===== config.mk =====
export PLATFORM = sky130hd
export DESIGN_NAME = midpoint_ellipse_rasterizer
export DESIGN_NICKNAME = d
export VERILOG_FILES = /design/src/rtl/mer_pkg.sv /design/src/rtl/mer_front.sv /design/src/rtl/mer_queue.sv /design/src/rtl/mer_back.sv /design/src/rtl/midpoint_ellipse_rasterizer.sv
export SDC_FILE = /design/constraint.sdc
export NUM_CORES = 2
export LEC_CHECK = 0
export BUFFER_PORTS_ARGS = -buffer_cell sky130_fd_sc_hd__buf_2
export CAP_MARGIN = 15
export CORE_MARGIN = 2
export CORE_UTILIZATION = 58
export CTS_CLUSTER_DIAMETER = 80
export DETAILED_ROUTE_END_ITERATION = 16
export MAX_ROUTING_LAYER = met4
export PLACE_DENSITY_LB_ADDON = 0.12
export RECOVER_POWER = 25
export REMOVE_ABC_BUFFERS = 1
export SYNTH_ARGS = -nofsm -noshare
export SYNTH_HDL_FRONTEND = slang
export SYNTH_SLANG_ARGS = --single-unit
export TNS_END_PERCENT = 30

===== constraint.sdc =====
create_clock -name clk -period 9.81 [get_ports clk]
set_input_delay 2.4525 -clock clk [delete_from_list [all_inputs] [get_ports clk]]
set_output_delay 2.4525 -clock clk [all_outputs]
set_load 0.005 [all_outputs]

===== src/rtl/mer_pkg.sv =====
`timescale 1ns / 1ps
`default_nettype none

package mer_pkg;

  // Default geometry of the rasterizer.
  localparam int COORD_BITS_DEF  = 10;
  localparam int RADIUS_BITS_DEF = 9;

  // Fixed width of the pixel coordinates on the result side.
  localparam int OUT_W = 12;

  // Depth of the request queue between the front and the back.
  localparam int QUEUE_DEPTH = 2;

  // Request kinds carried on the action field.
  localparam logic ACT_START = 1'b0;
  localparam logic ACT_STEP  = 1'b1;

endpackage

`default_nettype wire


===== src/rtl/mer_front.sv =====
`timescale 1ns / 1ps
`default_nettype none

module mer_front #(
  parameter int COORD_BITS  = mer_pkg::COORD_BITS_DEF,
  parameter int RADIUS_BITS = mer_pkg::RADIUS_BITS_DEF
) (
  input  wire logic                               clk,
  input  wire logic                               rst,
  input  wire logic                               in_valid,
  output logic                                    in_ready,
  input  wire logic                               action,
  input  wire logic [COORD_BITS-1:0]              center_x,
  input  wire logic [COORD_BITS-1:0]              center_y,
  input  wire logic [RADIUS_BITS-1:0]             radius_x,
  input  wire logic [RADIUS_BITS-1:0]             radius_y,
  output logic                                    push_valid,
  input  wire logic                               push_ready,
  output logic [1+2*COORD_BITS+2*RADIUS_BITS-1:0] push_data
);
  import mer_pkg::*;

  localparam int ENTRY_W = 1 + 2 * COORD_BITS + 2 * RADIUS_BITS;

  logic               hold_valid;
  logic [ENTRY_W-1:0] hold_data;
  logic               kind;

  // A start request carries its geometry; a step request carries none that matters.
  assign kind = (action == ACT_START) ? ACT_START : ACT_STEP;

  // The input register stays open while it is empty or drains this cycle.
  assign in_ready = !hold_valid || push_ready;

  always_ff @(posedge clk) begin
    if (rst) begin
      hold_valid <= 1'b0;
    end else if (in_ready) begin
      hold_valid <= in_valid;
    end
  end

  // Capture the classified request.
  always_ff @(posedge clk) begin
    if (in_valid && in_ready) begin
      if (kind == ACT_START) begin
        hold_data <= {kind, center_x, center_y, radius_x, radius_y};
      end else begin
        hold_data <= {kind, {(ENTRY_W-1){1'b0}}};
      end
    end
  end

  assign push_valid = hold_valid;
  assign push_data  = hold_data;

endmodule

`default_nettype wire


===== src/rtl/mer_queue.sv =====
`timescale 1ns / 1ps
`default_nettype none

module mer_queue #(
  parameter int DATA_W = 39,
  parameter int DEPTH  = mer_pkg::QUEUE_DEPTH
) (
  input  wire logic              clk,
  input  wire logic              rst,
  input  wire logic              push_valid,
  output logic                   push_ready,
  input  wire logic [DATA_W-1:0] push_data,
  output logic                   pop_valid,
  input  wire logic              pop_ready,
  output logic [DATA_W-1:0]      pop_data
);
  import mer_pkg::*;

  localparam int PTR_W = (DEPTH > 1) ? $clog2(DEPTH) : 1;
  localparam int CNT_W = $clog2(DEPTH + 1);

  logic [DATA_W-1:0] slots [DEPTH];
  logic [PTR_W-1:0]  wr_ptr;
  logic [PTR_W-1:0]  rd_ptr;
  logic [CNT_W-1:0]  count;
  logic              do_push;
  logic              do_pop;

  assign push_ready = (count != CNT_W'(DEPTH));
  assign pop_valid  = (count != '0);
  assign pop_data   = slots[rd_ptr];
  assign do_push    = push_valid && push_ready;
  assign do_pop     = pop_valid && pop_ready;

  // Pointers wrap at the queue depth; the count tracks occupancy.
  always_ff @(posedge clk) begin
    if (rst) begin
      wr_ptr <= '0;
      rd_ptr <= '0;
      count  <= '0;
    end else begin
      if (do_push) begin
        wr_ptr <= (wr_ptr == PTR_W'(DEPTH - 1)) ? '0 : wr_ptr + 1'b1;
      end
      if (do_pop) begin
        rd_ptr <= (rd_ptr == PTR_W'(DEPTH - 1)) ? '0 : rd_ptr + 1'b1;
      end
      if (do_push && !do_pop) begin
        count <= count + 1'b1;
      end else if (do_pop && !do_push) begin
        count <= count - 1'b1;
      end
    end
  end

  // Slot storage.
  always_ff @(posedge clk) begin
    if (do_push) begin
      slots[wr_ptr] <= push_data;
    end
  end

endmodule

`default_nettype wire


===== src/rtl/mer_back.sv =====
`timescale 1ns / 1ps
`default_nettype none

module mer_back #(
  parameter int COORD_BITS  = mer_pkg::COORD_BITS_DEF,
  parameter int RADIUS_BITS = mer_pkg::RADIUS_BITS_DEF
) (
  input  wire logic                                    clk,
  input  wire logic                                    rst,
  input  wire logic                                    pop_valid,
  output logic                                         pop_ready,
  input  wire logic [1+2*COORD_BITS+2*RADIUS_BITS-1:0] pop_data,
  output logic                                         out_valid,
  input  wire logic                                    out_ready,
  output logic signed [mer_pkg::OUT_W-1:0]             left_x,
  output logic signed [mer_pkg::OUT_W-1:0]             right_x,
  output logic signed [mer_pkg::OUT_W-1:0]             top_y,
  output logic signed [mer_pkg::OUT_W-1:0]             bottom_y,
  output logic                                         last
);
  import mer_pkg::*;

  localparam int C      = COORD_BITS;
  localparam int R      = RADIUS_BITS;
  localparam int OFF_W  = R + 1;
  localparam int SQ_W   = 2 * R;
  localparam int TERM_W = 3 * R + 3;
  localparam int DEC_W  = 4 * R + 4;
  localparam int TX_W   = OFF_W + 1;
  localparam int PSQ_W  = 2 * R + 4;
  localparam int MA_W   = SQ_W;
  localparam int MB_W   = PSQ_W;
  localparam int MAX_CO = (C > OUT_W) ? C : OUT_W;
  localparam int EXT_W  = ((MAX_CO > OFF_W) ? MAX_CO : OFF_W) + 1;

  // Sequencer states.
  localparam logic [3:0] ST_READY = 4'd0;
  localparam logic [3:0] ST_RX    = 4'd1;
  localparam logic [3:0] ST_RY    = 4'd2;
  localparam logic [3:0] ST_VT    = 4'd3;
  localparam logic [3:0] ST_SD    = 4'd4;
  localparam logic [3:0] ST_W1    = 4'd5;
  localparam logic [3:0] ST_W2    = 4'd6;
  localparam logic [3:0] ST_W3    = 4'd7;
  localparam logic [3:0] ST_W4    = 4'd8;
  localparam logic [3:0] ST_W5    = 4'd9;
  localparam logic [3:0] ST_W6    = 4'd10;
  localparam logic [3:0] ST_EMIT  = 4'd11;

  // Control state.
  logic [3:0] state;
  logic       busy;
  logic       in_region_two;

  // Walk state.
  logic [OFF_W-1:0]  offset_x;
  logic [OFF_W-1:0]  offset_y;
  logic [DEC_W-1:0]  decision;
  logic [TERM_W-1:0] horiz_term;
  logic [TERM_W-1:0] vert_term;
  logic [SQ_W-1:0]   rx_squared;
  logic [SQ_W-1:0]   ry_squared;
  logic [C-1:0]      origin_x;
  logic [C-1:0]      origin_y;
  logic [R-1:0]      rad_x;
  logic [R-1:0]      rad_y;
  logic [PSQ_W-1:0]  t_sq;
  logic [PSQ_W-1:0]  y_sq;
  logic [DEC_W-1:0]  prod;

  // Fields of the request at the head of the queue.
  logic         req_kind;
  logic [C-1:0] req_cx;
  logic [C-1:0] req_cy;
  logic [R-1:0] req_rx;
  logic [R-1:0] req_ry;

  assign {req_kind, req_cx, req_cy, req_rx, req_ry} = pop_data;
  assign pop_ready = (state == ST_READY);

  // Shared multiplier operands, selected by the sequencer state.
  logic [TX_W-1:0]  tx;
  logic [OFF_W-1:0] ym1_abs;
  logic [MA_W-1:0]  mul_a;
  logic [MB_W-1:0]  mul_b;

  assign tx      = {offset_x, 1'b1};
  // The square of y - 1 is 1 when y is already zero.
  assign ym1_abs = (offset_y == '0) ? OFF_W'(1) : offset_y - 1'b1;

  always_comb begin
    case (state)
      ST_RX: begin
        mul_a = MA_W'(rad_x);
        mul_b = MB_W'(rad_x);
      end
      ST_RY: begin
        mul_a = MA_W'(rad_y);
        mul_b = MB_W'(rad_y);
      end
      ST_VT: begin
        mul_a = rx_squared;
        mul_b = MB_W'(rad_y);
      end
      ST_W1: begin
        mul_a = MA_W'(tx);
        mul_b = MB_W'(tx);
      end
      ST_W2: begin
        mul_a = MA_W'(ym1_abs);
        mul_b = MB_W'(ym1_abs);
      end
      ST_W3: begin
        mul_a = ry_squared;
        mul_b = t_sq;
      end
      ST_W4: begin
        mul_a = rx_squared;
        mul_b = y_sq;
      end
      ST_W5: begin
        mul_a = rx_squared;
        mul_b = MB_W'(ry_squared);
      end
      default: begin
        mul_a = '0;
        mul_b = '0;
      end
    endcase
  end

  // Incremental update of one walk step.
  logic [TERM_W-1:0] h_inc;
  logic [TERM_W-1:0] v_dec;
  logic [DEC_W-1:0]  h4;
  logic [DEC_W-1:0]  v4;
  logic [DEC_W-1:0]  rx4;
  logic [DEC_W-1:0]  ry4;
  logic [OFF_W-1:0]  offset_x_next;
  logic [OFF_W-1:0]  offset_y_next;
  logic [TERM_W-1:0] horiz_term_next;
  logic [TERM_W-1:0] vert_term_next;
  logic [DEC_W-1:0]  decision_next;
  logic              dec_neg;

  assign h_inc   = horiz_term + (TERM_W'(ry_squared) << 1);
  assign v_dec   = vert_term - (TERM_W'(rx_squared) << 1);
  assign h4      = DEC_W'(h_inc) << 2;
  assign v4      = DEC_W'(v_dec) << 2;
  assign rx4     = DEC_W'(rx_squared) << 2;
  assign ry4     = DEC_W'(ry_squared) << 2;
  assign dec_neg = decision[DEC_W-1];

  always_comb begin
    offset_x_next   = offset_x;
    offset_y_next   = offset_y;
    horiz_term_next = horiz_term;
    vert_term_next  = vert_term;
    decision_next   = decision;
    if (!in_region_two) begin
      // Region one always moves in x, and in y when the midpoint lies outside.
      offset_x_next   = offset_x + 1'b1;
      horiz_term_next = h_inc;
      if (dec_neg) begin
        decision_next = decision + h4 + ry4;
      end else begin
        offset_y_next  = offset_y - 1'b1;
        vert_term_next = v_dec;
        decision_next  = decision + h4 - v4 + ry4;
      end
    end else begin
      // Region two always moves in y, and in x when the midpoint lies inside.
      offset_y_next  = offset_y - 1'b1;
      vert_term_next = v_dec;
      if (!dec_neg && decision != '0) begin
        decision_next = decision + rx4 - v4;
      end else begin
        offset_x_next   = offset_x + 1'b1;
        horiz_term_next = h_inc;
        decision_next   = decision + h4 - v4 + rx4;
      end
    end
  end

  // Mirrored pixel coordinates of the current offset, wrapped to the output width.
  logic [EXT_W-1:0] ox_e;
  logic [EXT_W-1:0] oy_e;
  logic [EXT_W-1:0] dx_e;
  logic [EXT_W-1:0] dy_e;
  logic             at_last;
  logic             out_room;

  assign ox_e     = EXT_W'(origin_x);
  assign oy_e     = EXT_W'(origin_y);
  assign dx_e     = EXT_W'(offset_x);
  assign dy_e     = EXT_W'(offset_y);
  assign at_last  = (offset_y == '0);
  assign out_room = !out_valid || out_ready;

  // Result valid: raised when a point is emitted, dropped once it is taken.
  always_ff @(posedge clk) begin
    if (rst) begin
      out_valid <= 1'b0;
    end else if (state == ST_EMIT && out_room) begin
      out_valid <= 1'b1;
    end else if (out_ready) begin
      out_valid <= 1'b0;
    end
  end

  // Sequencer control.
  always_ff @(posedge clk) begin
    if (rst) begin
      state         <= ST_READY;
      busy          <= 1'b0;
      in_region_two <= 1'b0;
    end else begin
      case (state)
        ST_READY: begin
          if (pop_valid) begin
            if (req_kind == ACT_START) begin
              state <= ST_RX;
            end else if (busy) begin
              if (!in_region_two && !(horiz_term < vert_term)) begin
                state <= ST_W1;
              end else begin
                state <= ST_EMIT;
              end
            end
          end
        end
        ST_RX: state <= ST_RY;
        ST_RY: state <= ST_VT;
        ST_VT: state <= ST_SD;
        ST_SD: begin
          busy          <= 1'b1;
          in_region_two <= 1'b0;
          state         <= ST_READY;
        end
        ST_W1: state <= ST_W2;
        ST_W2: state <= ST_W3;
        ST_W3: state <= ST_W4;
        ST_W4: state <= ST_W5;
        ST_W5: state <= ST_W6;
        ST_W6: begin
          in_region_two <= 1'b1;
          state         <= ST_EMIT;
        end
        ST_EMIT: begin
          if (out_room) begin
            if (at_last) begin
              busy <= 1'b0;
            end
            state <= ST_READY;
          end
        end
        default: state <= ST_READY;
      endcase
    end
  end

  // Datapath registers.
  always_ff @(posedge clk) begin
    prod <= DEC_W'(mul_a * mul_b);
    case (state)
      ST_READY: begin
        if (pop_valid && req_kind == ACT_START) begin
          origin_x <= req_cx;
          origin_y <= req_cy;
          rad_x    <= req_rx;
          rad_y    <= req_ry;
        end
      end
      ST_RY: begin
        rx_squared <= SQ_W'(prod);
      end
      ST_VT: begin
        ry_squared <= SQ_W'(prod);
      end
      ST_SD: begin
        // Here the product holds rx^2 * ry.
        offset_x   <= '0;
        offset_y   <= OFF_W'(rad_y);
        horiz_term <= '0;
        vert_term  <= TERM_W'(prod) << 1;
        decision   <= ry4 - (prod << 2) + DEC_W'(rx_squared);
      end
      ST_W2: begin
        t_sq <= PSQ_W'(prod);
      end
      ST_W3: begin
        y_sq <= PSQ_W'(prod);
      end
      ST_W4: begin
        decision <= prod;
      end
      ST_W5: begin
        decision <= decision + (prod << 2);
      end
      ST_W6: begin
        decision <= decision - (prod << 2);
      end
      ST_EMIT: begin
        if (out_room) begin
          left_x   <= OUT_W'(ox_e - dx_e);
          right_x  <= OUT_W'(ox_e + dx_e);
          top_y    <= OUT_W'(oy_e - dy_e);
          bottom_y <= OUT_W'(oy_e + dy_e);
          last     <= at_last;
          if (!at_last) begin
            offset_x   <= offset_x_next;
            offset_y   <= offset_y_next;
            horiz_term <= horiz_term_next;
            vert_term  <= vert_term_next;
            decision   <= decision_next;
          end
        end
      end
      default: begin
      end
    endcase
  end

endmodule

`default_nettype wire


===== src/rtl/midpoint_ellipse_rasterizer.sv =====
// A step request passes through the front input register and the queue; the back sequencer
// dequeues it, then emits its point, and takes no new request before that point is emitted.
// A start request holds the back sequencer through its setup states (RX, RY, VT, SD); the switch into
// region two adds the states W1 to W6 once per ellipse. A step while idle is dequeued and dropped.
// Reset (rst, synchronous, active high) empties the input register and the queue,
// drops any pending point and leaves the block idle with no walk in progress.
`timescale 1ns / 1ps
`default_nettype none

module midpoint_ellipse_rasterizer #(
  parameter int COORD_BITS  = mer_pkg::COORD_BITS_DEF,
  parameter int RADIUS_BITS = mer_pkg::RADIUS_BITS_DEF
) (
  input  wire logic                        clk,
  input  wire logic                        rst,
  input  wire logic                        in_valid,
  output logic                             in_ready,
  input  wire logic                        action,
  input  wire logic [COORD_BITS-1:0]       center_x,
  input  wire logic [COORD_BITS-1:0]       center_y,
  input  wire logic [RADIUS_BITS-1:0]      radius_x,
  input  wire logic [RADIUS_BITS-1:0]      radius_y,
  output logic                             out_valid,
  input  wire logic                        out_ready,
  output logic signed [mer_pkg::OUT_W-1:0] left_x,
  output logic signed [mer_pkg::OUT_W-1:0] right_x,
  output logic signed [mer_pkg::OUT_W-1:0] top_y,
  output logic signed [mer_pkg::OUT_W-1:0] bottom_y,
  output logic                             last
);
  import mer_pkg::*;

  localparam int ENTRY_W = 1 + 2 * COORD_BITS + 2 * RADIUS_BITS;

  logic               push_valid;
  logic               push_ready;
  logic [ENTRY_W-1:0] push_data;
  logic               pop_valid;
  logic               pop_ready;
  logic [ENTRY_W-1:0] pop_data;

  // Front: registers and classifies incoming requests.
  mer_front #(
    .COORD_BITS  (COORD_BITS),
    .RADIUS_BITS (RADIUS_BITS)
  ) u_front (
    .clk        (clk),
    .rst        (rst),
    .in_valid   (in_valid),
    .in_ready   (in_ready),
    .action     (action),
    .center_x   (center_x),
    .center_y   (center_y),
    .radius_x   (radius_x),
    .radius_y   (radius_y),
    .push_valid (push_valid),
    .push_ready (push_ready),
    .push_data  (push_data)
  );

  // Queue that decouples the front from the back.
  mer_queue #(
    .DATA_W (ENTRY_W),
    .DEPTH  (QUEUE_DEPTH)
  ) u_queue (
    .clk        (clk),
    .rst        (rst),
    .push_valid (push_valid),
    .push_ready (push_ready),
    .push_data  (push_data),
    .pop_valid  (pop_valid),
    .pop_ready  (pop_ready),
    .pop_data   (pop_data)
  );

  // Back: setup multiplies and the incremental midpoint walk.
  mer_back #(
    .COORD_BITS  (COORD_BITS),
    .RADIUS_BITS (RADIUS_BITS)
  ) u_back (
    .clk       (clk),
    .rst       (rst),
    .pop_valid (pop_valid),
    .pop_ready (pop_ready),
    .pop_data  (pop_data),
    .out_valid (out_valid),
    .out_ready (out_ready),
    .left_x    (left_x),
    .right_x   (right_x),
    .top_y     (top_y),
    .bottom_y  (bottom_y),
    .last      (last)
  );

endmodule

`default_nettype wire


==> results.toml <==
[run_status]
status = "complete, but fails checks"
violations = "capacitance limit, slew limit"

[die]
num_rows = 104
io_pins = 94
die_y_um = 290.1
core_area_um2 = 80810
start_util_pct = 58.77
die_area_um2 = 84180
die_w_um = 290.1

[synthesis]
synth_top_cell_by_area = "edfxtp_1"
yosys.area_share.simple_pct = 15.49
synthDistinctLibCells = 117
synth.top_cell.area_share_pct = 25.04
yosysSeqAreaShare_pct = 27.27
synthAdderAreaFrac_pct = 26.86
ys_ff_latch = 449
muxShareOfSynthArea_pct = 1.881
synth_top_family_by_area = "adder cells"
ys_top_cells_by_area = "edfxtp_1 (25%), fa_1 (15%), ha_1 (12%)"
async_flop_share_pct = 0
syn-cell-area_um2 = 47490
synthFlopType = "edfxtp_1"
synth_xor_area_share_pct = 6.876
synth_common_cells = "inv_1 (578), nand2_1 (539), nor2_1 (454)"
synth.most_common_cell = "inv_1"
syn_inst = 5145
synth.avg_cell_area_um2 = 9.230
synth_compound_area_share_pct = 15.45
synth_warnings = 0
synth_edf_count = 396

[clock_network]
insertion_delay_ns = 0.63
cts_tree = "yes"
cts_hold_buffers = 0
cts.sinks = 449
htree_levels = 2
cts_resized = 0
numCtsBuffers = 51
clockBufferDepth = 3
cts-root-buf = "clkbuf_16"
clkTransAtPathRegs_ns = 0.06
cts_setup_buffers = 0

[finish]
fillCellCount = 6894
layout.nets = 6034
final_layout_size_suffix_gt1_share_pct = 7.706
areaGrowthSynthToFinish_pct = 7.477
num_antenna_cells = 0

[detailed_routing]
top_layer = "met4"
wl_per_cell_um = 22.69
ant_nets = 0
wl_met3_um = 15000
viasPerCell = 6.151
wl_met1_um = 62990
num_vias = 38690
wirelength_um = 142700
first_pass_iters = 9
drc = 0
wl_met2_um = 60130
drt-initial-drc-count = 4116

[setup_path]
critPathCaptureType = "flop"
slowest_delay_ns = 0.81
r2r_cells = 28
worstPathRequired_ns = 10.36
cp.arrival_ns = 9.83
crit_path_start_kind = "flop"
worstSetupPathType = "reg2reg"
worst-path-max-fanout = 12
slowest_stage = "nor2_1"

[grt]
grt_pass1_vias = 37923
antenna_found_initial = 1
gr-total-overflow = 0
grt_start_max_net_pins = 80
grt.total_usage_pct = 34.77
grt_pass1_wl_um = 220400

[worst_hold_path]
min_path_type = "reg2reg"
min_path_cells = 0

[run]
drv_cap = 1

[sta]
worst_slack_ns = 0.5322
final-hold-violation-count = 0
period_minus_slack_ns = 9.278
rsz0062_at_grt = "no"
max_freq_ghz = 0.1078
slew_viol_final = 39
min_period_over_period_pct = 94.57
worstMarginPinSlew_ns = 2.455
setup_violations = 0
slew_headroom_pct = -63.69
skew_ns = 0.04059

[place]
dp.final_hpwl_um = 113800
place.port_buffers = 91
gp_congestion = 1.001
pre_cts_slack_ns = 0.6389
-- final cells by class --
type / instances / area (um^2) / share of cell area (%)
multi-input combinational: 3932 / 31710 / 62.13
sequential: 449 / 12950 / 25.38
inverter: 580 / 2177 / 4.265
clock buffer: 62 / 1389 / 2.721
tap: 1060 / 1326 / 2.598
timing repair buffer: 176 / 1084 / 2.123
clock inverter: 31 / 400.4 / 0.7844
-- kinds of logic after synthesis --
kind of cell    after synthesis
mux                          82
compound gates             1097
buf+inv                     765
flops                       449
fa+ha+maj                   801
other cells                   1
simple gates               1578
xor+xnor                    372
-- flip-flops by register name, indices dropped and copies added (netlist names), 18 cells and up, named ones only --
name and cells:
u_queue.slots 78, u_back.decision 40, u_back.prod 40, u_front.push_data 39, u_back.horiz_term 29, u_back.vert_term 29, u_back.t_sq 22, u_back.y_sq 22
u_back.rx_squared 18, u_back.ry_squared 18
-- metrics by stage --
stage / utilization [%] / hold slack [ns] / setup TNS (ns) / instance area (um^2) / std cells
floorplan: - / 0.4215 / -14.32 / 46740 / 4961
global placement: 60.98 / 0.4221 / 0 / 49280 / 6197
detailed placement: 60.98 / 0.4290 / 0 / 49280 / 6197
CTS: 63.20 / 0.4394 / 0 / 51070 / 6290
global route: 63.16 / 0.4440 / 0 / 51040 / 6290
finish: 63.16 / 0.4376 / 0 / 51040 / 6290
-- cell usage in the layout, fill, tap and decap left out, types with 14 or more instances in the layout --
| master | synthesis | final |
|---|---|---|
| a22oi_1 | 21 | 21 |
| nand2b_1 | 65 | 64 |
| and2_1 | 54 | 53 |
| o21a_1 | 49 | 48 |
| a221oi_1 | 18 | 18 |
| a211o_1 | 16 | 16 |
| nor2_1 | 454 | 449 |
| mux2i_1 | 29 | 29 |
| buf_4 | 7 | 78 |
| dfxtp_1 | 53 | 51 |
| o31ai_1 | 22 | 22 |
| xor2_1 | 140 | 140 |
| ha_1 | 437 | 437 |
| a31oi_1 | 34 | 34 |
| or3_1 | 35 | 35 |
| inv_1 | 578 | 578 |
| nand2_1 | 539 | 538 |
| a21oi_1 | 285 | 284 |
| nor2b_1 | 83 | 82 |
| o211ai_1 | 44 | 44 |
| nor4_1 | 29 | 28 |
| fa_1 | 364 | 364 |
| mux2_2 | 51 | 48 |
| o221ai_1 | 14 | 14 |
| o21bai_1 | 38 | 38 |
| and3_1 | 48 | 47 |
| nor3_1 | 82 | 82 |
| or2_2 | 23 | 23 |
| edfxtp_1 | 396 | 396 |
| xnor2_1 | 231 | 231 |
| buf_2 | 11 | 91 |
| nand3_1 | 80 | 79 |
| a21o_1 | 130 | 130 |
| a222oi_1 | 22 | 22 |
| o21ai_0 | 211 | 209 |
| nand4_1 | 26 | 26 |
| clkbuf_16 | 0 | 52 |
| a211oi_1 | 37 | 36 |
-- critical path: cells and delay by family (launching register included) --
| family | cells | cell delay (ns) |
|---|---|---|
| AOI/OAI and AO/OA | 10 | 3.05 |
| xor gates and xnor gates | 1 | 0.13 |
| adders and majority gates | 7 | 3.26 |
| buffers and inverters | 7 | 0.91 |
| DFF | 1 | 0.64 |
| and+or+nand+nor | 3 | 1.20 |
-- worst paths after layout --
kind | startpoint | to | slack, ns
min | u_front.push_data[30] | u_queue.slots[1][30] | 0.44
max | u_back.state[0] | u_back.prod[39] | 0.53
max reg2reg | u_back.state[0] | u_back.prod[39] | 0.53
min reg2reg | u_front.push_data[30] | u_queue.slots[1][30] | 0.44
-- layer usage --
metal,GRT usage [%],vias to the layer above
met2,50.07,1816
met5,-,-
met3,5.760,262
li1,-,17885
met4,10.25,0
met1,50.39,18727
Power is left out: the tool's default activity adds up to more than one toggle a clock period on the data nets, which glitch-free logic cannot reach.
